--- config.mk ---
export PLATFORM = sky130hd
export DESIGN_NAME = present64_block_decryptor_core_flat
export DESIGN_NICKNAME = d
export VERILOG_FILES = /design/src/rtl/p64dec_pkg.sv /design/src/rtl/p64dec_ifs.sv /design/src/rtl/p64dec_ctrl.sv /design/src/rtl/p64dec_dp.sv /design/src/rtl/present64_block_decryptor_core.sv /design/src/flat_wrapper.sv
export VERILOG_INCLUDE_DIRS = /design/src /design/src/rtl
export SDC_FILE = /design/constraint.sdc
export NUM_CORES = 2
export LEC_CHECK = 0
export ABC_CLOCK_PERIOD_IN_PS = 8790
export BUFFER_PORTS_ARGS = -buffer_cell sky130_fd_sc_hd__buf_2
export CAP_MARGIN = 0
export CORE_MARGIN = 1.5
export CORE_UTILIZATION = 30
export DETAILED_ROUTE_END_ITERATION = 16
export PLACE_DENSITY = 0.47
export SETUP_SLACK_MARGIN = 0.5
export SYNTH_ARGS = -nofsm -noshare
export SYNTH_HDL_FRONTEND = slang
export SYNTH_SLANG_ARGS = --single-unit
--- constraint.sdc ---
create_clock -name clock -period 8.79 [get_ports clock]
set_input_delay 1.758 -clock clock [delete_from_list [all_inputs] [get_ports clock]]
set_output_delay 1.758 -clock clock [all_outputs]
set_load 0.01 [all_outputs]
--- src/rtl/assert_macros.svh ---
// ----------------------------------------------------------------------------
// Assertion macros
// Concurrent assertion helpers shared by the decryptor modules. They compile
// to nothing when SYNTHESIS is defined.
// ----------------------------------------------------------------------------
`ifndef ASSERT_MACROS_SVH
`define ASSERT_MACROS_SVH

`ifndef SYNTHESIS

// Property must hold at every clock edge outside reset.
`define P64DEC_ASSERT(label, clk, rst, prop, msg) \
   label: assert property (@(posedge clk) disable iff (rst) prop) \
      else $error(msg);

// Expression must never be true at a clock edge outside reset.
`define P64DEC_ASSERT_NEVER(label, clk, rst, expr, msg) \
   label: assert property (@(posedge clk) disable iff (rst) !(expr)) \
      else $error(msg);

`else

`define P64DEC_ASSERT(label, clk, rst, prop, msg)
`define P64DEC_ASSERT_NEVER(label, clk, rst, expr, msg)

`endif

`endif

--- src/rtl/p64dec_pkg.sv ---
// ----------------------------------------------------------------------------
// PRESENT-64 decryptor package
// Widths, register indexes, controller types and the S-box and permutation
// functions shared by the decryptor modules.
// ----------------------------------------------------------------------------
package p64dec_pkg;

   // Block and key word width.
   localparam int unsigned BLOCK_W = 64;
   // Width of the configuration register index.
   localparam int unsigned CSR_IDX_W = 2;
   // Default number of decryption rounds.
   localparam int unsigned NUM_ROUNDS_DEF = 31;
   // Width of the round number fed to the key schedule.
   localparam int unsigned RND_W = 6;

   // Configuration register indexes.
   localparam logic [CSR_IDX_W-1:0] CSR_KEY_MODE = 2'd0;
   localparam logic [CSR_IDX_W-1:0] CSR_KEY_LOW  = 2'd1;
   localparam logic [CSR_IDX_W-1:0] CSR_KEY_HIGH = 2'd2;

   // Key size mode codes.
   localparam logic MODE_KEY80  = 1'b0;
   localparam logic MODE_KEY128 = 1'b1;

   // Controller states.
   typedef enum logic [2:0] {
      ST_IDLE,
      ST_EXPAND,
      ST_START,
      ST_DECRYPT,
      ST_FINAL
   } state_type;

   // Commands from the controller to the datapath.
   typedef struct packed {
      logic block_load;
      logic key_load;
      logic key_step;
      logic round_step;
      logic out_load;
   } cmd_type;

   // Status from the datapath to the controller.
   typedef struct packed {
      logic out_free;
   } stat_type;

   // Forward S-box, used by the key schedule.
   function automatic logic [3:0] sbox_fwd(input logic [3:0] x);
      logic [3:0] y;
      unique case (x)
         4'h0: y = 4'hC;
         4'h1: y = 4'h5;
         4'h2: y = 4'h6;
         4'h3: y = 4'hB;
         4'h4: y = 4'h9;
         4'h5: y = 4'h0;
         4'h6: y = 4'hA;
         4'h7: y = 4'hD;
         4'h8: y = 4'h3;
         4'h9: y = 4'hE;
         4'hA: y = 4'hF;
         4'hB: y = 4'h8;
         4'hC: y = 4'h4;
         4'hD: y = 4'h7;
         4'hE: y = 4'h1;
         default: y = 4'h2;
      endcase
      return y;
   endfunction

   // Inverse S-box, used by the decryption rounds.
   function automatic logic [3:0] sbox_inv(input logic [3:0] x);
      logic [3:0] y;
      unique case (x)
         4'h0: y = 4'h5;
         4'h1: y = 4'hE;
         4'h2: y = 4'hF;
         4'h3: y = 4'h8;
         4'h4: y = 4'hC;
         4'h5: y = 4'h1;
         4'h6: y = 4'h2;
         4'h7: y = 4'hD;
         4'h8: y = 4'hB;
         4'h9: y = 4'h4;
         4'hA: y = 4'h6;
         4'hB: y = 4'h3;
         4'hC: y = 4'h0;
         4'hD: y = 4'h7;
         4'hE: y = 4'h9;
         default: y = 4'hA;
      endcase
      return y;
   endfunction

   // Inverse bit permutation: bit k moves to 4k mod 63, the top bit stays.
   // This is pure wiring.
   function automatic logic [BLOCK_W-1:0] inv_perm(input logic [BLOCK_W-1:0] s);
      logic [BLOCK_W-1:0] res;
      res = '0;
      for (int k = 0; k < BLOCK_W - 1; k++) begin
         res[(4 * k) % (BLOCK_W - 1)] = s[k];
      end
      res[BLOCK_W-1] = s[BLOCK_W-1];
      return res;
   endfunction

   // Inverse S-box on all sixteen nibbles.
   function automatic logic [BLOCK_W-1:0] inv_sub(input logic [BLOCK_W-1:0] s);
      logic [BLOCK_W-1:0] res;
      res = '0;
      for (int n = 0; n < BLOCK_W / 4; n++) begin
         res[4*n +: 4] = sbox_inv(s[4*n +: 4]);
      end
      return res;
   endfunction

endpackage

--- src/rtl/p64dec_ifs.sv ---
// ----------------------------------------------------------------------------
// PRESENT-64 decryptor channel interfaces
// Valid/ready interfaces for the ciphertext request and plaintext response
// channels.
// ----------------------------------------------------------------------------

// Ciphertext request channel.
interface p64dec_req_if;
   import p64dec_pkg::*;

   logic               valid;
   logic               ready;
   logic [BLOCK_W-1:0] cipher_block;

   modport source (output valid, output cipher_block, input ready);
   modport sink (input valid, input cipher_block, output ready);
endinterface

// Plaintext response channel.
interface p64dec_rsp_if;
   import p64dec_pkg::*;

   logic               valid;
   logic               ready;
   logic [BLOCK_W-1:0] plain_block;

   modport source (output valid, output plain_block, input ready);
   modport sink (input valid, input plain_block, output ready);
endinterface

--- src/rtl/p64dec_ctrl.sv ---
// ----------------------------------------------------------------------------
// PRESENT-64 decryptor controller
// Sequences key expansion, the decryption rounds and the hand-off of the
// result to the output register. Holds the round counter and the flag that
// marks the round key table as up to date.
// ----------------------------------------------------------------------------
`include "assert_macros.svh"

module p64dec_ctrl #(
   parameter int unsigned NUM_ROUNDS = p64dec_pkg::NUM_ROUNDS_DEF
) (
   input  logic                                clock,
   input  logic                                reset,
   input  logic                                req_valid,
   output logic                                req_ready,
   input  logic                                csr_we,
   input  logic [p64dec_pkg::CSR_IDX_W-1:0]    csr_index,
   input  p64dec_pkg::stat_type                stat,
   output p64dec_pkg::cmd_type                 cmd,
   output logic [$clog2(NUM_ROUNDS + 1)-1:0]   tbl_idx
);
   import p64dec_pkg::*;

   localparam int unsigned IDX_W = $clog2(NUM_ROUNDS + 1);
   localparam logic [IDX_W-1:0] LAST_IDX = IDX_W'(NUM_ROUNDS);
   localparam logic [IDX_W-1:0] ONE_IDX = IDX_W'(1);

   state_type        state_ff;
   state_type        state_in;
   logic [IDX_W-1:0] cnt_ff;
   logic [IDX_W-1:0] cnt_in;
   logic             keys_ready_ff;
   logic             keys_ready_in;
   logic             req_fire;
   logic             csr_hit;

   assign req_fire = req_valid && req_ready;
   assign csr_hit = csr_we && ((csr_index == CSR_KEY_MODE) || (csr_index == CSR_KEY_LOW)
                               || (csr_index == CSR_KEY_HIGH));

   // Next state and round counter.
   always_comb begin
      state_in = state_ff;
      cnt_in = cnt_ff;
      unique case (state_ff)
         ST_IDLE: begin
            if (req_valid) begin
               if (keys_ready_ff) begin
                  state_in = ST_DECRYPT;
                  cnt_in = LAST_IDX;
               end else begin
                  state_in = ST_EXPAND;
                  cnt_in = '0;
               end
            end
         end
         ST_EXPAND: begin
            if (cnt_ff == LAST_IDX) begin
               state_in = ST_START;
            end else begin
               cnt_in = cnt_ff + ONE_IDX;
            end
         end
         ST_START: begin
            state_in = ST_DECRYPT;
            cnt_in = LAST_IDX;
         end
         ST_DECRYPT: begin
            if (cnt_ff == ONE_IDX) begin
               state_in = ST_FINAL;
            end else begin
               cnt_in = cnt_ff - ONE_IDX;
            end
         end
         ST_FINAL: begin
            if (stat.out_free) begin
               state_in = ST_IDLE;
            end
         end
         default: begin
            state_in = ST_IDLE;
         end
      endcase
   end

   // Commands and table address for the current state.
   always_comb begin
      cmd = '0;
      tbl_idx = LAST_IDX;
      req_ready = 1'b0;
      unique case (state_ff)
         ST_IDLE: begin
            // The table is read at the last round key while waiting, so the
            // first round can start right after the transaction.
            req_ready = 1'b1;
            cmd.block_load = req_valid;
            cmd.key_load = req_valid && !keys_ready_ff;
         end
         ST_EXPAND: begin
            cmd.key_step = 1'b1;
            tbl_idx = cnt_ff;
         end
         ST_START: begin
            tbl_idx = LAST_IDX;
         end
         ST_DECRYPT: begin
            cmd.round_step = 1'b1;
            tbl_idx = cnt_ff - ONE_IDX;
         end
         ST_FINAL: begin
            cmd.out_load = stat.out_free;
            tbl_idx = '0;
         end
         default: begin
            tbl_idx = LAST_IDX;
         end
      endcase
   end

   // Key table flag: a register write wins over the end of an expansion.
   always_comb begin
      keys_ready_in = keys_ready_ff;
      if (csr_hit) begin
         keys_ready_in = 1'b0;
      end else if ((state_ff == ST_EXPAND) && (cnt_ff == LAST_IDX)) begin
         keys_ready_in = 1'b1;
      end
   end

   // Control registers.
   always_ff @(posedge clock) begin
      if (reset) begin
         state_ff <= ST_IDLE;
         cnt_ff <= '0;
         keys_ready_ff <= 1'b0;
      end else begin
         state_ff <= state_in;
         cnt_ff <= cnt_in;
         keys_ready_ff <= keys_ready_in;
      end
   end

   `P64DEC_ASSERT(a_key_write_clears, clock, reset, csr_hit |=> !keys_ready_ff, "key write did not clear the ready flag")
   `P64DEC_ASSERT_NEVER(a_decrypt_cnt, clock, reset, (state_ff == ST_DECRYPT) && (cnt_ff == '0), "decrypt round counter at zero")
   `P64DEC_ASSERT(a_final_after_round1, clock, reset, ((state_ff == ST_FINAL) && ($past(state_ff) == ST_DECRYPT)) |-> ($past(cnt_ff) == ONE_IDX), "final key XOR reached before round one")
   `P64DEC_ASSERT(a_accept_starts, clock, reset, req_fire |=> ((state_ff == ST_DECRYPT) || (state_ff == ST_EXPAND)), "accepted transaction did not start work")

endmodule

--- src/rtl/p64dec_dp.sv ---
// ----------------------------------------------------------------------------
// PRESENT-64 decryptor datapath
// Key registers, key schedule, round key memory, the cipher state with one
// inverse round, and the output register of the response channel.
// ----------------------------------------------------------------------------
`include "assert_macros.svh"

module p64dec_dp #(
   parameter int unsigned NUM_ROUNDS = p64dec_pkg::NUM_ROUNDS_DEF
) (
   input  logic                                clock,
   input  logic                                reset,
   input  p64dec_pkg::cmd_type                 cmd,
   input  logic [$clog2(NUM_ROUNDS + 1)-1:0]   tbl_idx,
   input  logic                                csr_we,
   input  logic [p64dec_pkg::CSR_IDX_W-1:0]    csr_index,
   input  logic [p64dec_pkg::BLOCK_W-1:0]      csr_wdata,
   input  logic [p64dec_pkg::BLOCK_W-1:0]      cipher_block,
   output p64dec_pkg::stat_type                stat,
   p64dec_rsp_if.source                        rsp_chan
);
   import p64dec_pkg::*;

   localparam int unsigned DEPTH = NUM_ROUNDS + 1;

   logic                 key_mode_ff;
   logic [BLOCK_W-1:0]   key_low_ff;
   logic [BLOCK_W-1:0]   key_high_ff;
   logic [BLOCK_W-1:0]   ks_hi_ff;
   logic [BLOCK_W-1:0]   ks_hi_in;
   logic [BLOCK_W-1:0]   ks_lo_ff;
   logic [BLOCK_W-1:0]   ks_lo_in;
   logic [BLOCK_W-1:0]   rk_mem [DEPTH];
   logic [BLOCK_W-1:0]   rk_rd_ff;
   logic [BLOCK_W-1:0]   state_ff;
   logic [BLOCK_W-1:0]   state_in;
   logic [BLOCK_W-1:0]   plain_ff;
   logic                 out_valid_ff;
   logic                 out_valid_in;
   logic [RND_W-1:0]     rnd;
   logic [BLOCK_W-1:0]   h80;
   logic [BLOCK_W-1:0]   l80;
   logic [BLOCK_W-1:0]   h128;
   logic [BLOCK_W-1:0]   l128;
   logic [4:0]           ctr128;

   // Configuration registers.
   always_ff @(posedge clock) begin
      if (reset) begin
         key_mode_ff <= MODE_KEY80;
         key_low_ff <= '0;
         key_high_ff <= '0;
      end else if (csr_we) begin
         unique case (csr_index)
            CSR_KEY_MODE: key_mode_ff <= csr_wdata[0];
            CSR_KEY_LOW: key_low_ff <= csr_wdata;
            CSR_KEY_HIGH: key_high_ff <= csr_wdata;
            default: key_mode_ff <= key_mode_ff;
         endcase
      end
   end

   // One key schedule step; the round number is the next table index.
   always_comb begin
      rnd = RND_W'(tbl_idx) + RND_W'(1);

      // 80-bit schedule: hi holds key bits 79..16, lo holds bits 15..0.
      h80 = {ks_hi_ff[2:0], ks_lo_ff[15:0], ks_hi_ff[BLOCK_W-1:19]};
      h80[63:60] = sbox_fwd(h80[63:60]);
      h80[RND_W-2:0] = h80[RND_W-2:0] ^ rnd[RND_W-1:1];
      l80 = {48'd0, ks_hi_ff[18:3] ^ {rnd[0], 15'd0}};

      // 128-bit schedule: counter lands on key bits 66..62.
      h128 = {ks_hi_ff[2:0], ks_lo_ff[BLOCK_W-1:3]};
      l128 = {ks_lo_ff[2:0], ks_hi_ff[BLOCK_W-1:3]};
      h128[63:60] = sbox_fwd(h128[63:60]);
      h128[59:56] = sbox_fwd(h128[59:56]);
      ctr128 = {h128[2:0], l128[63:62]} ^ rnd[4:0];
      h128[2:0] = ctr128[4:2];
      l128[63:62] = ctr128[1:0];
   end

   // Key schedule registers.
   always_comb begin
      ks_hi_in = ks_hi_ff;
      ks_lo_in = ks_lo_ff;
      if (cmd.key_load) begin
         if (key_mode_ff == MODE_KEY128) begin
            ks_hi_in = key_high_ff;
            ks_lo_in = key_low_ff;
         end else begin
            ks_hi_in = {key_high_ff[15:0], key_low_ff[BLOCK_W-1:16]};
            ks_lo_in = {48'd0, key_low_ff[15:0]};
         end
      end else if (cmd.key_step) begin
         if (key_mode_ff == MODE_KEY128) begin
            ks_hi_in = h128;
            ks_lo_in = l128;
         end else begin
            ks_hi_in = h80;
            ks_lo_in = l80;
         end
      end
   end

   always_ff @(posedge clock) begin
      ks_hi_ff <= ks_hi_in;
      ks_lo_ff <= ks_lo_in;
   end

   // Round key memory: one write port for expansion, one registered read.
   always_ff @(posedge clock) begin
      if (cmd.key_step) begin
         rk_mem[tbl_idx] <= ks_hi_ff;
      end
      rk_rd_ff <= rk_mem[tbl_idx];
   end

   // Cipher state: load a block, or run one inverse round.
   always_comb begin
      state_in = state_ff;
      if (cmd.block_load) begin
         state_in = cipher_block;
      end else if (cmd.round_step) begin
         state_in = inv_sub(inv_perm(state_ff ^ rk_rd_ff));
      end
   end

   always_ff @(posedge clock) begin
      state_ff <= state_in;
   end

   // Output register with the final key XOR.
   always_comb begin
      out_valid_in = out_valid_ff;
      if (cmd.out_load) begin
         out_valid_in = 1'b1;
      end else if (rsp_chan.ready) begin
         out_valid_in = 1'b0;
      end
   end

   always_ff @(posedge clock) begin
      if (reset) begin
         out_valid_ff <= 1'b0;
      end else begin
         out_valid_ff <= out_valid_in;
      end
   end

   always_ff @(posedge clock) begin
      if (cmd.out_load) begin
         plain_ff <= state_ff ^ rk_rd_ff;
      end
   end

   assign rsp_chan.valid = out_valid_ff;
   assign rsp_chan.plain_block = plain_ff;
   assign stat.out_free = !out_valid_ff || rsp_chan.ready;

   `P64DEC_ASSERT(a_cmd_exclusive, clock, reset, $onehot0({cmd.key_load, cmd.key_step, cmd.round_step, cmd.out_load}), "conflicting datapath commands")
   `P64DEC_ASSERT(a_no_overwrite, clock, reset, cmd.out_load |-> (!out_valid_ff || rsp_chan.ready), "pending result overwritten")
   `P64DEC_ASSERT(a_valid_from_load, clock, reset, $rose(out_valid_ff) |-> $past(cmd.out_load), "result shown without a load")

endmodule

--- src/rtl/present64_block_decryptor_core.sv ---
// ----------------------------------------------------------------------------
// PRESENT-64 block decryptor core
// Decrypts one 64-bit ciphertext block per transaction with the 80-bit or
// 128-bit PRESENT key schedule.
//
// Usage:
//  - req_chan carries the ciphertext block, rsp_chan the plaintext block;
//    both use a valid/ready handshake, one response per request.
//  - The csr_ port writes the key mode (index 0), the low key word (index 1)
//    and the high key word (index 2). Any such write marks the round key
//    table stale; write only while the core is idle.
//  - The first block after a key write first expands the round key table,
//    one round key per cycle for NUM_ROUNDS + 1 round keys, then restarts
//    the table read in a start state.
//  - A block then runs NUM_ROUNDS rounds (one round per cycle, set by the
//    single round unit and the one read port of the key memory), then the
//    final key XOR into the output register. The controller passes through
//    its idle state between blocks, so it takes a new block only once the
//    last one is through its final key XOR.
//  - The response sits in an output register; the next request is taken
//    while it waits. If the receiver stalls, the next block holds in its
//    last step until the output register frees up.
//  - Reset clears the key registers, the ready flag and the handshakes. The
//    key table needs no clearing pass since it is expanded before use.
// ----------------------------------------------------------------------------
module present64_block_decryptor_core #(
   parameter int unsigned NUM_ROUNDS = p64dec_pkg::NUM_ROUNDS_DEF
) (
   input  logic                                clock,
   input  logic                                reset,
   p64dec_req_if.sink                          req_chan,
   p64dec_rsp_if.source                        rsp_chan,
   input  logic                                csr_we,
   input  logic [p64dec_pkg::CSR_IDX_W-1:0]    csr_index,
   input  logic [p64dec_pkg::BLOCK_W-1:0]      csr_wdata
);
   import p64dec_pkg::*;

   localparam int unsigned IDX_W = $clog2(NUM_ROUNDS + 1);

   cmd_type          cmd;
   stat_type         stat;
   logic [IDX_W-1:0] tbl_idx;
   logic             req_ready;

   // Sequencer.
   p64dec_ctrl #(
      .NUM_ROUNDS(NUM_ROUNDS)
   ) u_ctrl (
      .clock     (clock),
      .reset     (reset),
      .req_valid (req_chan.valid),
      .req_ready (req_ready),
      .csr_we    (csr_we),
      .csr_index (csr_index),
      .stat      (stat),
      .cmd       (cmd),
      .tbl_idx   (tbl_idx)
   );

   assign req_chan.ready = req_ready;

   // Key schedule, round unit and output register.
   p64dec_dp #(
      .NUM_ROUNDS(NUM_ROUNDS)
   ) u_dp (
      .clock        (clock),
      .reset        (reset),
      .cmd          (cmd),
      .tbl_idx      (tbl_idx),
      .csr_we       (csr_we),
      .csr_index    (csr_index),
      .csr_wdata    (csr_wdata),
      .cipher_block (req_chan.cipher_block),
      .stat         (stat),
      .rsp_chan     (rsp_chan)
   );

endmodule
--- src/flat_wrapper.sv ---
// flat-port wrapper written by rule: the top's interface ports become plain ports
module present64_block_decryptor_core_flat import p64dec_pkg::*;
#(
   parameter int unsigned NUM_ROUNDS = p64dec_pkg::NUM_ROUNDS_DEF
)
  (clock, reset, csr_we, csr_index, csr_wdata, req_chan_valid, req_chan_cipher_block, req_chan_ready, rsp_chan_valid, rsp_chan_plain_block, rsp_chan_ready);
  p64dec_req_if req_chan_i ();
  p64dec_rsp_if rsp_chan_i ();
  input  logic clock;
  input  logic reset;
  input  logic csr_we;
  input  logic [p64dec_pkg::CSR_IDX_W-1:0] csr_index;
  input  logic [p64dec_pkg::BLOCK_W-1:0] csr_wdata;
  input wire logic [$bits(req_chan_i.valid)-1:0] req_chan_valid;
  input wire logic [$bits(req_chan_i.cipher_block)-1:0] req_chan_cipher_block;
  output wire logic [$bits(req_chan_i.ready)-1:0] req_chan_ready;
  output wire logic [$bits(rsp_chan_i.valid)-1:0] rsp_chan_valid;
  output wire logic [$bits(rsp_chan_i.plain_block)-1:0] rsp_chan_plain_block;
  input wire logic [$bits(rsp_chan_i.ready)-1:0] rsp_chan_ready;
  assign req_chan_i.valid = req_chan_valid;
  assign req_chan_i.cipher_block = req_chan_cipher_block;
  assign req_chan_ready = req_chan_i.ready;
  assign rsp_chan_valid = rsp_chan_i.valid;
  assign rsp_chan_plain_block = rsp_chan_i.plain_block;
  assign rsp_chan_i.ready = rsp_chan_ready;
  present64_block_decryptor_core #(.NUM_ROUNDS(NUM_ROUNDS)) u_core (.clock(clock), .reset(reset), .req_chan(req_chan_i), .rsp_chan(rsp_chan_i), .csr_we(csr_we), .csr_index(csr_index), .csr_wdata(csr_wdata));
endmodule
# --- Word-level counts from Yosys, hierarchy flattened ---
# Memories as Yosys holds them, arrays and structs flattened. A register that Yosys moved wholly into a read port is not among the register bits.
# Index checks and enable logic that the tools add are counted.
totals:
  mem_bits_rw: 2048
  memories: 20
  romBits: 1216
  ff_bits: 395
mem_list:
  columns: ["memory", "depth", "word_bits", "read_ports", "rd_ports_with_merged_regs", "wr", "line_no", "source"]
  rows:
  - ["u_core.u_dp.rk_mem", 32, 64, 1, 1, 1, "p64dec_dp.sv:33", "logic [BLOCK_W-1:0] rk_mem [DEPTH];"]
  - ["(no name shown)", 16, 4, 1, 0, 0, "p64dec_pkg.sv:76", "unique case (x)"]
  - ["(no name shown)", 16, 4, 1, 0, 0, "p64dec_pkg.sv:76", null]
  - ["(no name shown)", 16, 4, 1, 0, 0, "p64dec_pkg.sv:76", null]
  - ["(no name shown)", 16, 4, 1, 0, 0, "p64dec_pkg.sv:76", null]
  - ["(no name shown)", 16, 4, 1, 0, 0, "p64dec_pkg.sv:76", null]
  - ["+14 memories", null, null, null, null, null, null, null]
classes:
  reduce_logical: 20
  add_sub_neg: 3
  mux: 34
  n_eq_ne: 14
  bitwise: 4
ops:
  columns: ["op", "n"]
  rows:
  - ["2-to-1 mux 64 bit", 10]
  - ["XOR 64 bit", 1]
  - ["2-to-1 mux 5 bit", 4]
  - ["one-hot mux 5 bit (4 select lines)", 1]
  - ["XOR 16 bit", 1]
  - ["one-hot mux 3 bit (5 select lines)", 1]
  - ["one-hot mux 5 bit (3 select lines)", 1]
  - ["2-to-1 mux 3 bit", 4]
  - ["2-to-1 mux 4 bit", 3]
  - ["inequality test 2 bit (second input constant)", 6]
  - ["XOR 5 bit", 2]
  - ["2-to-1 mux 1 bit", 8]
  - ["AND reduction 4 bit", 2]
  - ["adder 5 x 1 -> 6 bit (second input constant)", 1]
  - ["== test 3 x 2 -> 1 bit (second input constant)", 2]
  - ["AND reduction 2 bit", 3]
  - ["nonzero test 2 bit", 3]
  - ["adder 5 x 1 -> 5 bit (second input constant)", 1]
  - ["== test 5 x 1 -> 1 bit (second input constant)", 1]
  - ["== test 5 bit (second input constant)", 1]
  - ["subtractor 5 x 1 -> 5 bit (second input constant)", 1]
  - ["2-to-1 mux 2 bit", 2]
  - ["nonzero test 4 bit", 1]
  - ["== test 3 x 1 -> 1 bit (second input constant)", 1]
  - ["other kinds (9)", 14]

# --- Longest topological paths before layout ---
logic_depth:
  word_depth: 8
  mapped_depth: 14

# --- By module ---
# A second synthesis with hierarchy kept.
unflattened:
  hier_cells: 5050
  area_unflattened_um2: 98968.7
modules_own_cells:
  columns: ["mod", "cells_per_inst", "area_each_um2", "instances"]
  rows:
  - ["p64dec_dp", 4936, 98109.1, 1]
  - ["p64dec_ctrl", 114, 859.6, 1]

# --- Least setup slack after synthesis ---
# OpenSTA, ideal clock, no wires.
synth_path:
  kind: "register to register"
  startpoint: "register u_core.u_ctrl.cnt_ff[0]"
  endpoint: "memory u_core.u_dp.rk_mem[11][0], enable pin"
  synth_period_minus_slack_ns: 5.722
  required_time_ns: 8.303
  setup_ns: 0.487
  slack_ns: 3.068
  path_buffers: 4
  arrival_time_ns: 5.236
  stages_incl_launch_ff: 11
  path_cell_list: "dfxtp_1 > buf_2 > inv_1 > ha_1 > or3b_1 > nand2_1 > clkbuf_1 > clkbuf_1 > buf_2 > nand2_1 > nor2_1"
synth_via:
  elab_chain_len: 2
synth_lines:
  columns: ["item", "line_no", "source"]
  rows:
  - ["from (decl)", "p64dec_ctrl.sv:30", "logic [IDX_W-1:0] cnt_ff;"]
  - ["from (signal assigned)", "p64dec_ctrl.sv:138", "cnt_ff <= cnt_in;"]
  - ["subtractor 5 x 1 -> 5 bit", "p64dec_ctrl.sv:108", "tbl_idx = cnt_ff - ONE_IDX;"]
  - ["one-hot mux 5 bit (3 select lines) *", "p64dec_ctrl.sv:91", "unique case (state_ff)"]
  - ["to (decl)", "p64dec_dp.sv:33", null]
# Mark *: on every way between the ends. The rest lies on a longest branch, timed or not.

# --- Final worst setup path ---
layout_path:
  startpoint: "register u_core.u_ctrl.state_ff[0]"
  endpoint: "memory u_core.u_dp.rk_mem[0][19], enable pin"
layout_via:
  elab_chain_len: 4
  word_cells_on_any_way: 7
  cone_classes: "eq/ne: 3; mux: 4"
layout_lines:
  columns: ["item", "line_no", "source"]
  rows:
  - ["from (decl)", "p64dec_ctrl.sv:28", "state_type state_ff;"]
  - ["from (signal assigned)", "p64dec_ctrl.sv:137", "state_ff <= state_in;"]
  - ["== test 3 x 1 -> 1 bit", "p64dec_ctrl.sv:91", null]
  - ["2-to-1 mux 1 bit", "p64dec_ctrl.sv:91", null]
  - ["2-to-1 mux 1 bit", "p64dec_dp.sv:113", "if (cmd.key_step) begin"]
  - ["2-to-1 mux 1 bit (implied by the code)", "p64dec_dp.sv:114", "rk_mem[tbl_idx] <= ks_hi_ff;"]
# Several ways; a longest one is shown, not always the timed one.

==> results.md <==
Yosys:
- Averaged over all synthesized cells, the footprint is 15.27 sq um.
- By count the netlist is led by 2304 x sky130_fd_sc_hd__edfxtp_1, 956 x sky130_fd_sc_hd__nand2_1, 746 x sky130_fd_sc_hd__a21oi_1, 512 x sky130_fd_sc_hd__a222oi_1, 388 x sky130_fd_sc_hd__nor2_1.
- For this run, the leading register cell type out of synthesis is sky130_fd_sc_hd__edfxtp_1.
- The register bit count reported by yosys is 2519.
- Of the synthesized area, sequential elements account for 0.7635.
- In the synthesized netlist the async set-or-reset flop fraction comes to 0.
- The distinct cell type count after synthesis is 70.
- Yosys mapped a number of flops with a built-in enable equal to 2304.
- The synthesized design spends more area on one cell type than any other, namely sky130_fd_sc_hd__edfxtp_1.
- After synthesis, the cell types taking the most area are sky130_fd_sc_hd__edfxtp_1 72%, sky130_fd_sc_hd__a222oi_1 5.3%, sky130_fd_sc_hd__dfxtp_1 4.5%, sky130_fd_sc_hd__a21oi_1 3.9%, sky130_fd_sc_hd__nand2_1 3.7%.
- The count of synthesis-stage warnings from yosys is 0.
- Of the post-synthesis cell area, the dominant cell type holds 0.7188.
- The most common cell in the synthesized netlist is sky130_fd_sc_hd__edfxtp_1.
- Synthesis produced a netlist with a net count of 6552.
- The instance count of the mapped netlist is 6302.
- The netlist area before placement is 96260 sq um.

Detailed routing:
- The first TritonRoute pass finished after 10 iterations.
- Wires add up to 317.1 mm.
- In the routed design, unresolved DRC markers number 0.
- After the first detailed-routing iteration, the DRC count stood at 9173.
- The per-cell routed wire length is 28.96 microns.
- The total via count in the routed design is 58850.
- Once detail routing completed, the nets flagged for antenna violations numbered 0.
- After detailed routing, the number of vias per cell comes to 5.375.

Floorplan:
- In this run the core area contains 207 standard-cell rows.
- The total die area is 324300 sq um.
- The width of the die is 569.4 microns.
- For this configuration, the core starts out at a cell density of 0.3022.
- The core region is 318600 sq um.
- The die is 569.4 microns tall.
- In this run the count of I/O pins placed on the die edge is 201.

Clock tree:
- The CTS clock-pin slew for the worst setup and hold paths is 60 ps.
- The clock tree from TritonCTS is yes.
- The number of hold buffers added after CTS is 0.
- The insertion delay of the later-clocked pin in the worst-skew pair is 870 ps.
- Buffers inserted during clock tree synthesis total 277.
- Clock tree synthesis found a total of 2519 sinks.
- The maximum buffer depth of the clock tree is 4.
- The tree is rooted in a sky130_fd_sc_hd__clkbuf_16.
- The post-CTS setup buffer count is 0.
- CTS built an H-tree with a depth of 5.
- Post-CTS repair changed the size of 0 cells.

Place:
- The HPWL after detailed placement is 185.8 mm.
- The number of placed instances, taps included is 10450.
- The placer congestion estimate is 0.8016.
- The number of buffer cells added on primary ports is 200.

Power and ir drop:
- The total power per unit cell area is 277.1 nW/um^2.
- The static leakage power is 0.03522 uW.
- The worst-case IR drop observed on VDD is 155.3 uV.
- The final total power is 30870 uW.

Critical path:
- By startpoint and endpoint, the worst setup path is classified as register to register.
- The required time at the worst-slack endpoint is 9250 ps.
- The critical path's largest stage delay is 1090 ps.
- Along the worst path, the maximum fanout reaches 35.
- Traced cell by cell, the critical path runs through nand2b_1 > o21ai_0 > nand3_4 > buf_4 > nor2_4 > buf_4.
- The worst path arrival time is 6020 ps.
- STA classifies the critical path endpoint as a register.
- On the critical path, the stage with the largest delay is an instance of sky130_fd_sc_hd__o21ai_0.
- The most prevalent standard cell on the critical path is sky130_fd_sc_hd__buf_4.
- The startpoint type of the worst setup path is a register.

Final layout:
- Compared with the post-synthesis result, the final layout area differs by 15.72%.
- The count of cells in the finished layout, fillers not included, comes to 10950.
- Counting the fill cells in the layout gives 30370.
- In the final layout, the share of cells above drive strength 1 is 0.1339.
- The count of nets after finishing is 6798.
- For this run, the share of the core covered by cells in the final layout is 0.3497.

Global route:
- The total congestion overflow is 0.
- The number of antenna violations at the first check in global routing is 26.
- The largest net degree at the start of global routing is 152.
- The number of global-route vias before repair is 55770.
- The first global-routing pass estimated 438.4 mm of wire.
- The global-route usage over all layers is 0.1888.

Timing:
- The pin slew with the least headroom to its limit is 1306 ps.
- Adding up every negative setup slack in the final design gives 0 ps.
- The total count of hold-check failures in the final report is 0.
- Setup violations remaining at the end of the flow were counted as 0.
- The clock period minus worst slack is 5557 ps.
- The peak clock frequency supported by timing is 0.1799 GHz.
- Of the available clock period, the critical path in the final layout requires 0.6322.
- Setup repair after global routing left no endpoint under its margin.
- The worst max-slew margin expressed relative to the limit is 0.1275.
- The number of slew-limit violations in the final report is 0.
- The final worst clock skew is 69.05 ps.

Hold path:
- The path class of the tightest hold or removal check is register to register.

Run:
- The max-capacitance violation count is 0.

Run status:
- The flow ran to the end, and the final reports show no timing, DRC or antenna violations.
==> final cells by class <==
| class | instances | area (sq um) | area share |
|---|---|---|---|
| multi-input combinational | 3303 | 21250 | 0.1908 |
| antenna | 4 | 10.01 | 0.00008986 |
| timing repair buffer | 364 | 2360 | 0.02118 |
| sequential | 2519 | 73490 | 0.6598 |
| clock inverter | 108 | 915.9 | 0.008222 |
| tap | 4180 | 5230 | 0.04695 |
| clock buffer | 387 | 7819 | 0.07019 |
| inverter | 83 | 311.5 | 0.002797 |
==> registers in the layout, indices dropped and copies added (netlist names) <==
signal and cells:
u_core.u_dp.state_ff 64, u_core.u_dp.rsp_chan.plain_block 64, u_core.u_dp.key_low_ff 64, u_core.u_dp.rk_rd_ff 64, u_core.u_dp.h128 8, u_core.u_dp.rk_mem 2048, u_core.u_dp.key_high_ff 64, u_core.u_ctrl.cnt_ff 5
u_core.u_dp.key_mode_ff 1, u_core.u_dp.h80 4, u_core.u_ctrl.keys_ready_ff 1, u_core.u_dp.rsp_chan.valid 1, u_core.u_dp.ks_lo_ff 64, u_core.u_ctrl.state_ff 3, u_core.u_dp.ks_hi_ff 64
==> routing by layer <==
metal	vias to the layer above	track usage	wire, microns
li1	25270	-	-
met1	30420	0.2812	141000
met4	2	0.03897	6279
met3	333	0.03463	29330
met2	2815	0.2856	140500
met5	-	0	13
==> critical path: cells and delay by family, from the launching register on <==
kind	cells	cell delay, ps
AOI/OAI and AO/OA	1	1090
buffers and inverters	2	1170
DFF	1	590
and+or+nand+nor	3	2260
==> cell families after synthesis <==
group | synth area share
AND/OR/NAND/NOR | 0.06295
multiplexers | 0.02146
buffers and inverters | 0.02010
adder cells (fa/ha/maj) | 0.01495
AO/OA/AOI/OAI | 0.1092
flip-flops | 0.7635
XOR/XNOR | 0.007916
==> final timing paths <==
kind / slack (ps) / to / depth (start not counted) / startpoint
worst min register to register: 460 / u_core.u_dp.key_high_ff[23] / 2 / u_core.u_dp.key_high_ff[23]
worst max-delay path: 3230 / u_core.u_dp.rk_mem[0][19] / 6 / u_core.u_ctrl.state_ff[0]
worst min-delay path: 460 / u_core.u_dp.key_high_ff[23] / 2 / u_core.u_dp.key_high_ff[23]
worst max register to register: 3230 / u_core.u_dp.rk_mem[0][19] / 6 / u_core.u_ctrl.state_ff[0]
==> layout by cell type, fill, tap and decap left out, drive strengths merged, types with 6 or more instances in the layout <==
master       n
edfxtp    2304
nand2      957
a21oi      748
a222oi     512
nor2       391
clkbuf     387
buf        364
dfxtp      215
ha         115
inv         95
clkinv      78
mux4        73
xnor2       65
nand4       65
a21boi      55
o21ai       54
a211oi      29
nor3        29
mux2i       23
xor2        22
o211ai      22
mux2        17
nand3       15
a31oi       14
bufinv      12
o2111ai      8
o21a         8
and2         7
a221oi       7
nor2b        6
a211o        6
o22ai        6
clkinvlp     6
==> per-stage QoR <==
stage               hold WS [ps]  worst slack [ps]  instance area [sq um]
floorplan                  433.1              3068                  96260
global placement           449.4              3289                 102700
detailed placement         448.1              3150                 102700
CTS                        456.6              3126                 111400
global route               489.3              2882                 111400
finish                     459.6              3233                 111400
==> report_power, final <==
part           switching [uW]  total, uW  internal [uW]
Sequential                465      14500          14100
Clock                    4760      11300           6580
Combinational            3430       5000           1570
Total                    8650      30900          22200
Power figures use the tool's default switching activity.
